===== src/hw/rtl/hough_circle_best_match_assert.svh =====
// Assertion macros for the circle Hough voting block.
// Needs clk and rst_n in the scope of use.
`ifndef HOUGH_CIRCLE_BEST_MATCH_ASSERT_SVH
`define HOUGH_CIRCLE_BEST_MATCH_ASSERT_SVH

// Same-cycle implication.
`define HCBM_AST_IMP(label, ante, cons) \
    label: assert property (@(posedge clk) disable iff (!rst_n) (ante) |-> (cons)) \
        else $error("hcbm: implication check failed");

// Next-cycle implication.
`define HCBM_AST_NXT(label, ante, cons) \
    label: assert property (@(posedge clk) disable iff (!rst_n) (ante) |=> (cons)) \
        else $error("hcbm: next-cycle check failed");

`endif


===== src/hw/rtl/hcbm_pkg.sv =====
// Package for the circle Hough voting block: beat types, multiplier request type and fixed constants.
// No dependencies.
`timescale 1ns / 1ps

package hcbm_pkg;

    localparam int COORD_BITS = 10;
    localparam int MUL_W      = 20;
    localparam int RS_BITS    = 10;
    localparam int D_BITS     = 13;
    localparam int CNT_BITS   = 16;
    localparam int E_SLOPE    = 581;
    localparam int E_OFFSET   = 530;
    localparam int RECIP_K    = 671089;
    localparam int RECIP_SH   = 26;
    localparam int CFG_IDX_W  = 3;
    localparam int CFG_DATA_W = 32;

    localparam logic [CFG_IDX_W-1:0] REG_ACCUM_WIDTH  = 3'd0;
    localparam logic [CFG_IDX_W-1:0] REG_ACCUM_HEIGHT = 3'd1;
    localparam logic [CFG_IDX_W-1:0] REG_INV_SCALE    = 3'd2;
    localparam logic [CFG_IDX_W-1:0] REG_RADIUS_TABLE = 3'd3;
    localparam logic [CFG_IDX_W-1:0] REG_NUM_RADII    = 3'd4;
    localparam logic [CFG_IDX_W-1:0] REG_VOTE_FRAC    = 3'd5;

    localparam logic CMD_VOTE   = 1'b0;
    localparam logic CMD_FINISH = 1'b1;

    typedef struct packed {
        logic                  command;
        logic [COORD_BITS-1:0] edge_x;
        logic [COORD_BITS-1:0] edge_y;
    } in_beat_t;

    typedef struct packed {
        logic        found;
        logic [6:0]  center_x;
        logic [6:0]  center_y;
        logic [1:0]  radius_index;
        logic [15:0] votes;
    } out_beat_t;

    typedef struct packed {
        logic [MUL_W-1:0] op_a;
        logic [MUL_W-1:0] op_b;
    } mul_req_t;

endpackage


===== src/hw/rtl/hcbm_mul.sv =====
// Shared registered multiplier for scaling and threshold arithmetic.
// Depends on hcbm_pkg.
`timescale 1ns / 1ps

module hcbm_mul (
    input  logic                            clk,
    input  hcbm_pkg::mul_req_t              req,
    output logic [2*hcbm_pkg::MUL_W-1:0]    prod
);

    logic [2*hcbm_pkg::MUL_W-1:0] prod_reg;

    always_ff @(posedge clk)
    begin
        prod_reg <= req.op_a * req.op_b;
    end

    assign prod = prod_reg;

endmodule


===== config.mk =====
export PLATFORM = sky130hd
export DESIGN_NAME = hcbm_mul
export DESIGN_NICKNAME = d
export VERILOG_FILES = /design/src/hw/rtl/hough_circle_best_match_assert.svh /design/src/hw/rtl/hcbm_pkg.sv /design/src/hw/rtl/hcbm_mul.sv
export SDC_FILE = /design/constraint.sdc
export NUM_CORES = 1
export LEC_CHECK = 0
export BUFFER_PORTS_ARGS = -buffer_cell sky130_fd_sc_hd__clkbuf_2
export CAP_MARGIN = 25
export CORE_ASPECT_RATIO = 0.75
export CORE_UTILIZATION = 55
export CTS_BUF_LIST = sky130_fd_sc_hd__clkbuf_8
export CTS_CLUSTER_SIZE = 16
export DETAILED_ROUTE_END_ITERATION = 8
export PLACE_DENSITY_LB_ADDON = 0.25
export SETUP_SLACK_MARGIN = 0.05
export SLEW_MARGIN = 20
export SYNTH_ARGS = -nofsm -noshare
export SYNTH_HDL_FRONTEND = slang
export SYNTH_SLANG_ARGS = --single-unit

===== constraint.sdc =====
create_clock -name clk -period 7.7 [get_ports clk]
set_clock_uncertainty 0.1 [all_clocks]
set_input_delay 0.77 -clock clk [delete_from_list [all_inputs] [get_ports clk]]
set_output_delay 0.77 -clock clk [all_outputs]
set_load 0.005 [all_outputs]

After elaboration in Yosys (flattened, before gate mapping)

Cells that the tools add are included.

Multiply operators: 1

Operator list:

| operator                     | number |
|---|---|
| multiplier 20 x 20 -> 40 bit | 1 |

Register bits after elaboration: 40
Input port bits: 41
Output and inout port bits: 40
Word-level logic and storage cells: 2

Logic depth before layout (Yosys ltp)

Gate-level depths: netlist of the first run.

Depth after elaboration: 1
Gate-level depth with buffers: 24

Least setup slack after synthesis of the first run

Ideal clock, no wire load.

Path type: input-to-reg
Start point: in req[30] (netlist name)
End point: reg prod_reg, in the netlist prod[34]
Setup time: 0.123 ns
Arrival time: 6.287 ns
Path slack: 1.190 ns
Stages on the path: 24
Path buffers: 1
Path through: clkbuf_1 > nand2_1 > fa_1 > inv_1 > fa_1 > inv_1 > fa_1 > inv_1 > fa_1 > inv_1 > fa_1 > inv_1 > fa_1 > inv_1 > fa_1 > inv_1 > ha_1 > nand2_1 > o21ai_1 > a41oi_4 > o21ai_2 > a41oi_2 > o211ai_2 > xor2_1

Cells in the longest elaborated chain, start to end: 1

Ends and longest elaborated chain:

| item                         | line           | text |
|---|---|---|
| from (decl)                  | hcbm_mul.sv:7  | `input hcbm_pkg::mul_req_t req,` |
| multiplier 20 x 20 -> 40 bit | hcbm_mul.sv:15 | `prod_reg <= req.op_a * req.op_b;` |
| to (signal assigned)         | hcbm_mul.sv:15 |  |
| to (decl)                    | hcbm_mul.sv:11 | `logic [2*hcbm_pkg::MUL_W-1:0] prod_reg;` |

No other way between the ends.

Worst setup path in the final report of the first run

Start point: in req[8] (netlist name)
End point: reg prod_reg, in the netlist prod[39]

Same word-level chain as after synthesis.

==> results of run 1 <==
==> kinds of logic after synthesis <==
group                    after synthesis  share of synthesized area [%]
flip-flops                            40                           5.60
XOR/XNOR                              37                           2.27
AO/OA/AOI/OAI                        114                           5.47
buffers and inverters                448                           11.8
adder cells (fa/ha/maj)              470                           57.9
AND/OR/NAND/NOR                      484                           17.0
==> worst max-delay path, delay by kind of cell <==
kind,cells,cell delay [ns]
simple gates,3,0.51
buf+inv,5,0.54
compound gates,5,1.33
fa+ha+maj,8,3.90
==> layout make-up <==
type	count	area [um2]
multi-input cells	1105	11800
clock buffers	5	68.8
flip-flops and latches	40	801
repair buffers	95	513
clock inverters	3	20.0
fillers	2235	10200
inverters	363	1360
well taps	338	423
==> cells in the final DEF, fill, tap and decap left out, drive strengths merged, types with 2 or more instances in the layout <==
| cell type | count |
|---|---|
| inv | 364 |
| fa | 320 |
| o211ai | 9 |
| nand2 | 216 |
| o21bai | 3 |
| buf | 15 |
| a2bb2oi | 2 |
| o21ai | 24 |
| a311oi | 2 |
| and2 | 219 |
| nor3 | 6 |
| a21oi | 43 |
| and3 | 5 |
| a41oi | 2 |
| o21a | 2 |
| dfxtp | 40 |
| nor2 | 19 |
| o221ai | 4 |
| nand3 | 5 |
| o21ba | 2 |
| a211oi | 3 |
| nand4 | 8 |
| ha | 150 |
| xor2 | 16 |
| xnor2 | 21 |
| a31oi | 2 |
| a21o | 11 |
| clkbuf | 85 |
| nor4 | 2 |
==> metrics by stage <==
| step | hold WS (ns) | cells | setup slack [ns] | area [um2] |
|---|---|---|---|---|
| floorplan | 0.954 | 1593 | 1.19 | 14300 |
| global placement | 1.04 | 1941 | 0.625 | 14900 |
| detailed placement | 1.04 | 1941 | 0.490 | 14900 |
| CTS | 0.905 | 1949 | 0.779 | 15000 |
| global route | 0.918 | 1949 | 0.455 | 15000 |
| finish | 0.898 | 1949 | 0.728 | 15000 |
==> final timing paths <==
path                               end  slack (ns)  depth (start not counted)
worst max-delay path  prod[39]$_DFF_P_        0.73                         21
worst min-delay path   prod[0]$_DFF_P_        0.90                          2
==> layer usage <==
layer | up-vias | track usage, % | share of wire [%] | wire [um]
met5 | - | 0 | 0 | 0
met4 | 0 | 3.08 | 0.45 | 160
met3 | 11 | 5.57 | 10 | 3720
met2 | 475 | 40.2 | 39 | 14000
met1 | 5197 | 48.7 | 50 | 18000
li1 | 4729 | - | - | -
==> key figures, run 1 <==
Critical path
  • Setup CP Type: in -> reg
  • Critical Path Max Stage Delay: 0.56 ns
  • CP Data Required Time: 7.81 ns
  • Worst setup SP type: input pin
  • CP startpoint: req[8]
  • Critical path peak fanout: 20
  • Critical-path top delay cell: fa_1
  • WP data arrival: 7.09 ns
  • CP most frequent cell: fa_1
  • Critical-path cell list: clkbuf_2, and2_1, fa_1, inv_1, fa_1, fa_1, inv_1, fa_1, fa_1, fa_1, inv_1, fa_1, inv_1, ha_1, a21oi_1, o221ai_1, a21oi_1, nand2_1, o21ai_1, nor4_1, a311oi_1
  • Endpoint type of the worst setup path: register

Synth
  • Main synth FF type: dfxtp_1
  • Syn Inst Count: 1593
  • EDFF count, synth: 0
  • Post-synth ARST share: 0%
  • Cell Area, Synth: 14300 um2
  • Mean area per synthesized cell: 8.98 um2
  • Most instantiated cells after synthesis: inv_1 (363), fa_1 (320), and2_1 (218), nand2_1 (216), ha_1 (150)
  • Synthesized netlist net count: 2104
  • FF+latch count, synth: 40
  • Synth area leader: fa_1
  • Seq/Total Area, Yosys: 5.60%
  • Area contributors post-synth: fa_1 (45%), ha_1 (13%), and2_1 (9.5%)
  • Top-count cell post-synth: inv_1
  • Synth warn: 0
  • Yosys cell types: 48
  • Share of the synthesized area in the top cell type: 44.8%

Routing
  • Pre-antenna DRT Iters: 5
  • Per-cell routed wire length: 18.4 um
  • Post-route DRC: 0
  • First-iteration detailed-routing DRC count: 918
  • Vias per Instance: 5.34
  • Final WL: 35900 um
  • Routed Antenna Nets: 0
  • Vias: 10412

Floorplanning
  • Core region area: 25200 um2
  • Initial core utilization: 56.7%
  • Die Wd: 188 um
  • Die Ht: 142 um
  • IO Pins: 81
  • Die ar.: 26700 um2
  • Core Rows: 50

Hold path
  • Hold Crit Class: in -> reg
  • Hold Crit Start: req[0]

GRT
  • First-pass GRT wire length: 60500 um
  • Initial antenna violation count: 0
  • Grt ovf: 0
  • Vias in the first global route: 10883
  • Largest net degree at the start of global routing: 21
  • GRT Total Usage: 29.4%

Clocking
  • Hold buffers post-CTS: 0
  • Worst-path clk slew: 0.09 ns
  • PostCTS Resize Cnt: 0
  • Clock Sinks: 40
  • CTS root buf: clkbuf_8
  • CTS HTree Levels: 2
  • Post-CTS setup buffer count: 0
  • Number of buffers created by CTS: 5
  • CTS tree: built
  • Clock tree buffer depth: 2

Timing
  • RSZ-0062 raised after global routing: no
  • Tcrit/Tclk final: 90.6%
  • Total negative setup slack: 0 ns
  • Worst-margin pin slew: 0.520 ns
  • Final Hold Viols: 0
  • Slew margin rel.: 65.3%
  • Fin. max-slew vios: 0
  • Setup violations, final: 0
  • Fmax: 0.143 GHz
  • Tmin final: 6.97 ns

Outcome
  • Run status: complete, no violations

Placed design
  • DP Wirelength: 30000 um
  • Routability Congestion: 0.913
  • Port buffer count: 80

Finish
  • Ant diodes: 0
  • Post-Route Utilization: 59.5%
  • Largest register FFs: 40
  • NumNets Final: 2121
  • Share of post-route cells with drive strength above 1: 7.20%
  • Area growth, synth to finish: 4.93%

Job
  • Max Cap Viol: 0
Power of run 1 is left out: the tool's default activity adds up to more than one toggle a clock period on the data nets, which glitch-free logic cannot reach.
==> run 2, diff against run 1 <==
CORE_ASPECT_RATIO = 1.1   (was 0.75)
MAX_ROUTING_LAYER = met4   (was default)
PLACE_DENSITY_LB_ADDON = 0.1   (was 0.25)
==> run 2 against run 1 <==
Against the previous run: utilization decreased by 0.28 points; worst setup slack better by 0.0060 ns; maximum frequency barely moved; critical path type unchanged; non-clock buffer count unchanged; via count down 0.42%; cell count rose by 0.36%; cell area rose by 0.33%; critical path depth grew 3; worst hold slack gained 0.0031 ns.
==> key figures, run 2 (synthesis gave the netlist of run 1 again) <==
GRT
  • First-pass GRT wire length: 57700 um (was 60500 um)
  • Initial antenna violation count: 0 (unchanged)
  • GRT Total Usage: 29.3% (was 29.4%)
  • Vias in the first global route: 11096 (was 10883)
  • Largest net degree at the start of global routing: 21 (unchanged)
  • Grt ovf: 0 (unchanged)

Finish
  • Most common cell after layout, fill and taps aside: inv_1 (unchanged)
  • Finished Cell Area: 15100 um2 (was 15000 um2)
  • Area growth, synth to finish: 5.27% (was 4.93%)
  • Share of post-route cells with drive strength above 1: 7.20% (about the same)
  • Largest register FFs: 40 (unchanged)
  • Ant diodes: 0 (unchanged)
  • NumNets Final: 2121 (unchanged)
  • Post-Route Utilization: 59.2% (was 59.5%)
  • Highest-count cells in the layout ignoring fill and taps: inv_1 (363), fa_1 (320), and2_1 (218) (was inv_1 (364), fa_1 (320), and2_1 (218))
  • Fillers: 2305 (was 2235)

Clocking
  • CTS HTree Levels: 2 (unchanged)
  • Clock Sinks: 40 (unchanged)
  • Clock tree buffer depth: 2 (unchanged)
  • Worst-path clk slew: 0.09 ns (about the same)
  • CTS root buf: clkbuf_8 (unchanged)
  • Post-CTS setup buffer count: 0 (unchanged)
  • CTS tree: built (unchanged)
  • PostCTS Resize Cnt: 0 (unchanged)
  • Number of buffers created by CTS: 5 (unchanged)
  • Hold buffers post-CTS: 0 (unchanged)

Outcome
  • Run status: complete, no violations (unchanged)

Timing
  • Total negative setup slack: 0 ns (unchanged)
  • Fin. max-slew vios: 0 (unchanged)
  • Slew margin rel.: 60.5% (was 65.3%)
  • Worst-margin pin slew: 0.592 ns (was 0.520 ns)
  • Tcrit/Tclk final: 90.5% (was 90.6%)
  • Setup violations, final: 0 (unchanged)
  • Final Hold Viols: 0 (unchanged)
  • Fmax: 0.144 GHz (was 0.143 GHz)
  • Tmin final: 6.97 ns (about the same)
  • RSZ-0062 raised after global routing: no (unchanged)
  • Final Worst Setup Slack: 0.734 ns (was 0.728 ns)

Routing
  • Per-cell routed wire length: 18.0 um (was 18.4 um)
  • First-iteration detailed-routing DRC count: 500 (was 918)
  • Vias: 10368 (was 10412)
  • Routed Antenna Nets: 0 (unchanged)
  • Final WL: 35200 um (was 35900 um)
  • Pre-antenna DRT Iters: 5 (unchanged)
  • Post-route DRC: 0 (unchanged)
  • Vias per Instance: 5.30 (was 5.34)

Job
  • Max Cap Viol: 0 (unchanged)

Floorplanning
  • Core region area: 25400 um2 (was 25200 um2)
  • Die Wd: 156 um (was 188 um)
  • Core Rows: 61 (was 50)
  • IO Pins: 81 (unchanged)
  • Initial core utilization: 56.3% (was 56.7%)
  • Die Ht: 171 um (was 142 um)
  • Die ar.: 26700 um2 (about the same)

Critical path
  • Critical-path cell list: clkbuf_2, nand2_1, fa_1, inv_1, fa_1, inv_1, fa_1, inv_1, fa_1, inv_1, fa_1, inv_1, fa_1, inv_1, fa_1, inv_1, ha_1, nand2_1, o21ai_1, a21oi_1, a21oi_1, o21ai_1, nor4_1, a311oi_1 (was clkbuf_2, and2_1, fa_1, inv_1, fa_1, fa_1, inv_1, fa_1, fa_1, fa_1, inv_1, fa_1, inv_1, ha_1, a21oi_1, o221ai_1, a21oi_1, nand2_1, o21ai_1, nor4_1, a311oi_1)
  • Levels on crit path: 24 (was 21)
  • WP data arrival: 7.03 ns (was 7.09 ns)
  • Setup CP Type: in -> reg (unchanged)
  • Critical-path top delay cell: fa_1 (unchanged)
  • Worst setup SP type: input pin (unchanged)
  • Buffers and inverters on the worst path: 8 (was 5)
  • CP delay by family, top: adder cells (unchanged)
  • Critical Path Max Stage Delay: 0.55 ns (was 0.56 ns)
  • Critical path peak fanout: 20 (unchanged)
  • Endpoint type of the worst setup path: register (unchanged)
  • CP Data Required Time: 7.76 ns (was 7.81 ns)

Placed design
  • DP Wirelength: 28700 um (was 30000 um)
  • Placed Area: 14900 um2 (about the same)
  • Routability Congestion: 0.869 (was 0.913)
  • Place WS: 0.412 ns (was 0.490 ns)
  • Port buffer count: 80 (unchanged)

Hold path
  • Hold Crit Class: in -> reg (unchanged)
  • Hold depth: 2 (unchanged)
run 2: stage by stage:
stage | std cells | hold WS, ns
finish | 1956 | 0.901
global route | 1956 | 0.931
CTS | 1956 | 0.907
detailed placement | 1949 | 1.04
global placement | 1949 | 1.04
floorplan | 1593 | 0.954
run 2: routing by layer:
layer,GRT usage [%],vias up,routed length (um)
li1,-,4725,-
met5,-,-,0
met2,54.0,232,19400
met3,2.33,71,1200
met4,8.23,0,1000
met1,34.3,5340,13700
run 2: area by class of cell:
class                           instances  area (um2)  area share [%]
Tap cell                              346         433            2.88
Clock inverter                          2        60.1           0.399
Inverter                              363        1360            9.05
Sequential cell                        40         801            5.32
Timing Repair Buffer                   95         513            3.41
Multi-Input combinational cell       1105       11800            78.5
Clock buffer                            5        68.8           0.457
run 2: path summary, 6_finish.rpt:
| kind | slack [ns] | to | from |
|---|---|---|---|
| worst max-delay path | 0.73 | prod[39]$_DFF_P_ | req[2] |
| worst min-delay path | 0.90 | prod[0]$_DFF_P_ | req[0] |
Power of run 2 is left out for the same reason.
==> run 3, diff against run 2 <==
CORE_UTILIZATION = 51   (was 55)
CTS_CLUSTER_DIAMETER = 50   (was default)
==> run 3 against run 2 <==
Against the previous run: worst hold slack hardly changed; first-iteration DRC count is 17% lower; flip-flop and latch count stayed put; via count is 0.49% lower; cell area is 0.12% lower; global-route usage is 2.2 points lower; critical path type unchanged.
==> key figures, run 3 (synthesis gave the netlist of run 1 again) <==
Clocking
  • Post-CTS setup buffer count: 0 (unchanged)
  • CTS root buf: clkbuf_8 (unchanged)
  • CTS tree: built (unchanged)
  • Clock tree buffer depth: 2 (unchanged)
  • Hold buffers post-CTS: 0 (unchanged)
  • CTS HTree Levels: 2 (unchanged)
  • Clock Sinks: 40 (unchanged)
  • Number of buffers created by CTS: 5 (unchanged)
  • PostCTS Resize Cnt: 0 (unchanged)
  • Worst-path clk slew: 0.08 ns (was 0.09 ns)

Critical path
  • CP Data Required Time: 7.76 ns (about the same)
  • Endpoint type of the worst setup path: register (unchanged)
  • Critical path peak fanout: 20 (unchanged)
  • CP delay by family, top: adder cells (unchanged)
  • Buffers and inverters on the worst path: 8 (unchanged)
  • Critical-path cell list: clkbuf_2, nand2_1, fa_1, inv_1, fa_1, inv_1, fa_1, inv_1, fa_1, inv_1, fa_1, inv_1, fa_1, inv_1, fa_1, inv_1, ha_1, nand2_1, o21ai_1, a21oi_1, a21oi_1, o21ai_1, nor4_1, a311oi_1 (unchanged)
  • Critical-path top delay cell: fa_1 (unchanged)
  • WP data arrival: 7.03 ns (about the same)
  • Critical Path Max Stage Delay: 0.55 ns (about the same)
  • Setup CP Type: in -> reg (unchanged)
  • Worst setup SP type: input pin (unchanged)

Timing
  • Fmax: 0.143 GHz (was 0.144 GHz)
  • Total negative setup slack: 0 ns (unchanged)
  • Tcrit/Tclk final: 90.6% (was 90.5%)
  • Final Worst Setup Slack: 0.724 ns (was 0.734 ns)
  • Setup violations, final: 0 (unchanged)
  • Slew margin rel.: 61.5% (was 60.5%)
  • RSZ-0062 raised after global routing: no (unchanged)
  • Hold slack: 0.901 ns (about the same)
  • Final Hold Viols: 0 (unchanged)
  • Fin. max-slew vios: 0 (unchanged)
  • Tmin final: 6.98 ns (was 6.97 ns)
  • Worst-margin pin slew: 0.577 ns (was 0.592 ns)

GRT
  • First-pass GRT wire length: 57700 um (about the same)
  • Initial antenna violation count: 0 (unchanged)
  • Grt ovf: 0 (unchanged)
  • Vias in the first global route: 11133 (was 11096)
  • GRT Total Usage: 27.1% (was 29.3%)
  • Largest net degree at the start of global routing: 21 (unchanged)

Floorplanning
  • Die Ht: 178 um (was 171 um)
  • Initial core utilization: 52.4% (was 56.3%)
  • Core region area: 27300 um2 (was 25400 um2)
  • IO Pins: 81 (unchanged)
  • Die Wd: 162 um (was 156 um)
  • Core Rows: 63 (was 61)
  • Die ar.: 28700 um2 (was 26700 um2)

Outcome
  • Run status: complete, no violations (unchanged)

Routing
  • Per-cell routed wire length: 17.8 um (was 18.0 um)
  • First-iteration detailed-routing DRC count: 413 (was 500)
  • Vias per Instance: 5.24 (was 5.30)
  • Final WL: 35100 um (was 35200 um)
  • Pre-antenna DRT Iters: 5 (unchanged)
  • Post-route DRC: 0 (unchanged)
  • Vias: 10317 (was 10368)
  • Routed Antenna Nets: 0 (unchanged)

Finish
  • Highest-count cells in the layout ignoring fill and taps: inv_1 (363), fa_1 (320), and2_1 (218) (unchanged)
  • NumNets Final: 2121 (unchanged)
  • Fillers: 2602 (was 2305)
  • Most common cell after layout, fill and taps aside: inv_1 (unchanged)
  • Largest register FFs: 40 (unchanged)
  • Area growth, synth to finish: 5.15% (was 5.27%)
  • Finished Cell Area: 15000 um2 (was 15100 um2)
  • Ant diodes: 0 (unchanged)
  • Share of post-route cells with drive strength above 1: 7.26% (was 7.20%)

Placed design
  • Routability Congestion: 0.874 (was 0.869)
  • Place WS: 0.437 ns (was 0.412 ns)
  • Placed Area: 14900 um2 (about the same)
  • Port buffer count: 80 (unchanged)
  • DP Wirelength: 28700 um (about the same)

Hold path
  • Hold Crit Class: in -> reg (unchanged)

Job
  • Max Cap Viol: 0 (unchanged)
==> run 3: cell types whose count changed in the layout (fill, tap and decap cells not counted) <==
cell        change
bufinv_16       -2
clkinvlp_4      +2
clkbuf_8        +1
==> run 3: worst paths after layout <==
check / to / depth (start not counted) / start
worst max-delay path: prod[39]$_DFF_P_ / 24 / req[2]
worst min-delay path: prod[0]$_DFF_P_ / 2 / req[0]
==> run 3: routing by layer <==
metal | up-vias | wire length, um | track usage, %
met3 | 63 | 1260 | 2.83
met5 | - | 0 | -
met1 | 5304 | 13800 | 31.8
met2 | 220 | 18900 | 49.0
li1 | 4730 | - | -
met4 | 0 | 1170 | 8.22
==> run 3: metrics by stage <==
stage	std cells	utilization, %
after floorplan	1593	-
after global placement	1960	54.8
after detailed placement	1960	54.8
after CTS	1968	55.1
after global routing	1968	55.1
final	1968	55.1
==> run 3: area by class of cell <==
class	instances	area, um2	area share (%)
Multi-Input combinational cell	1105	11800	78.6
Inverter	363	1360	9.06
Sequential cell	40	801	5.32
Timing Repair Buffer	95	513	3.41
Tap cell	357	447	2.97
Clock buffer	6	82.6	0.549
Clock inverter	2	15.0	0.0998
Power of run 3 is left out for the same reason.
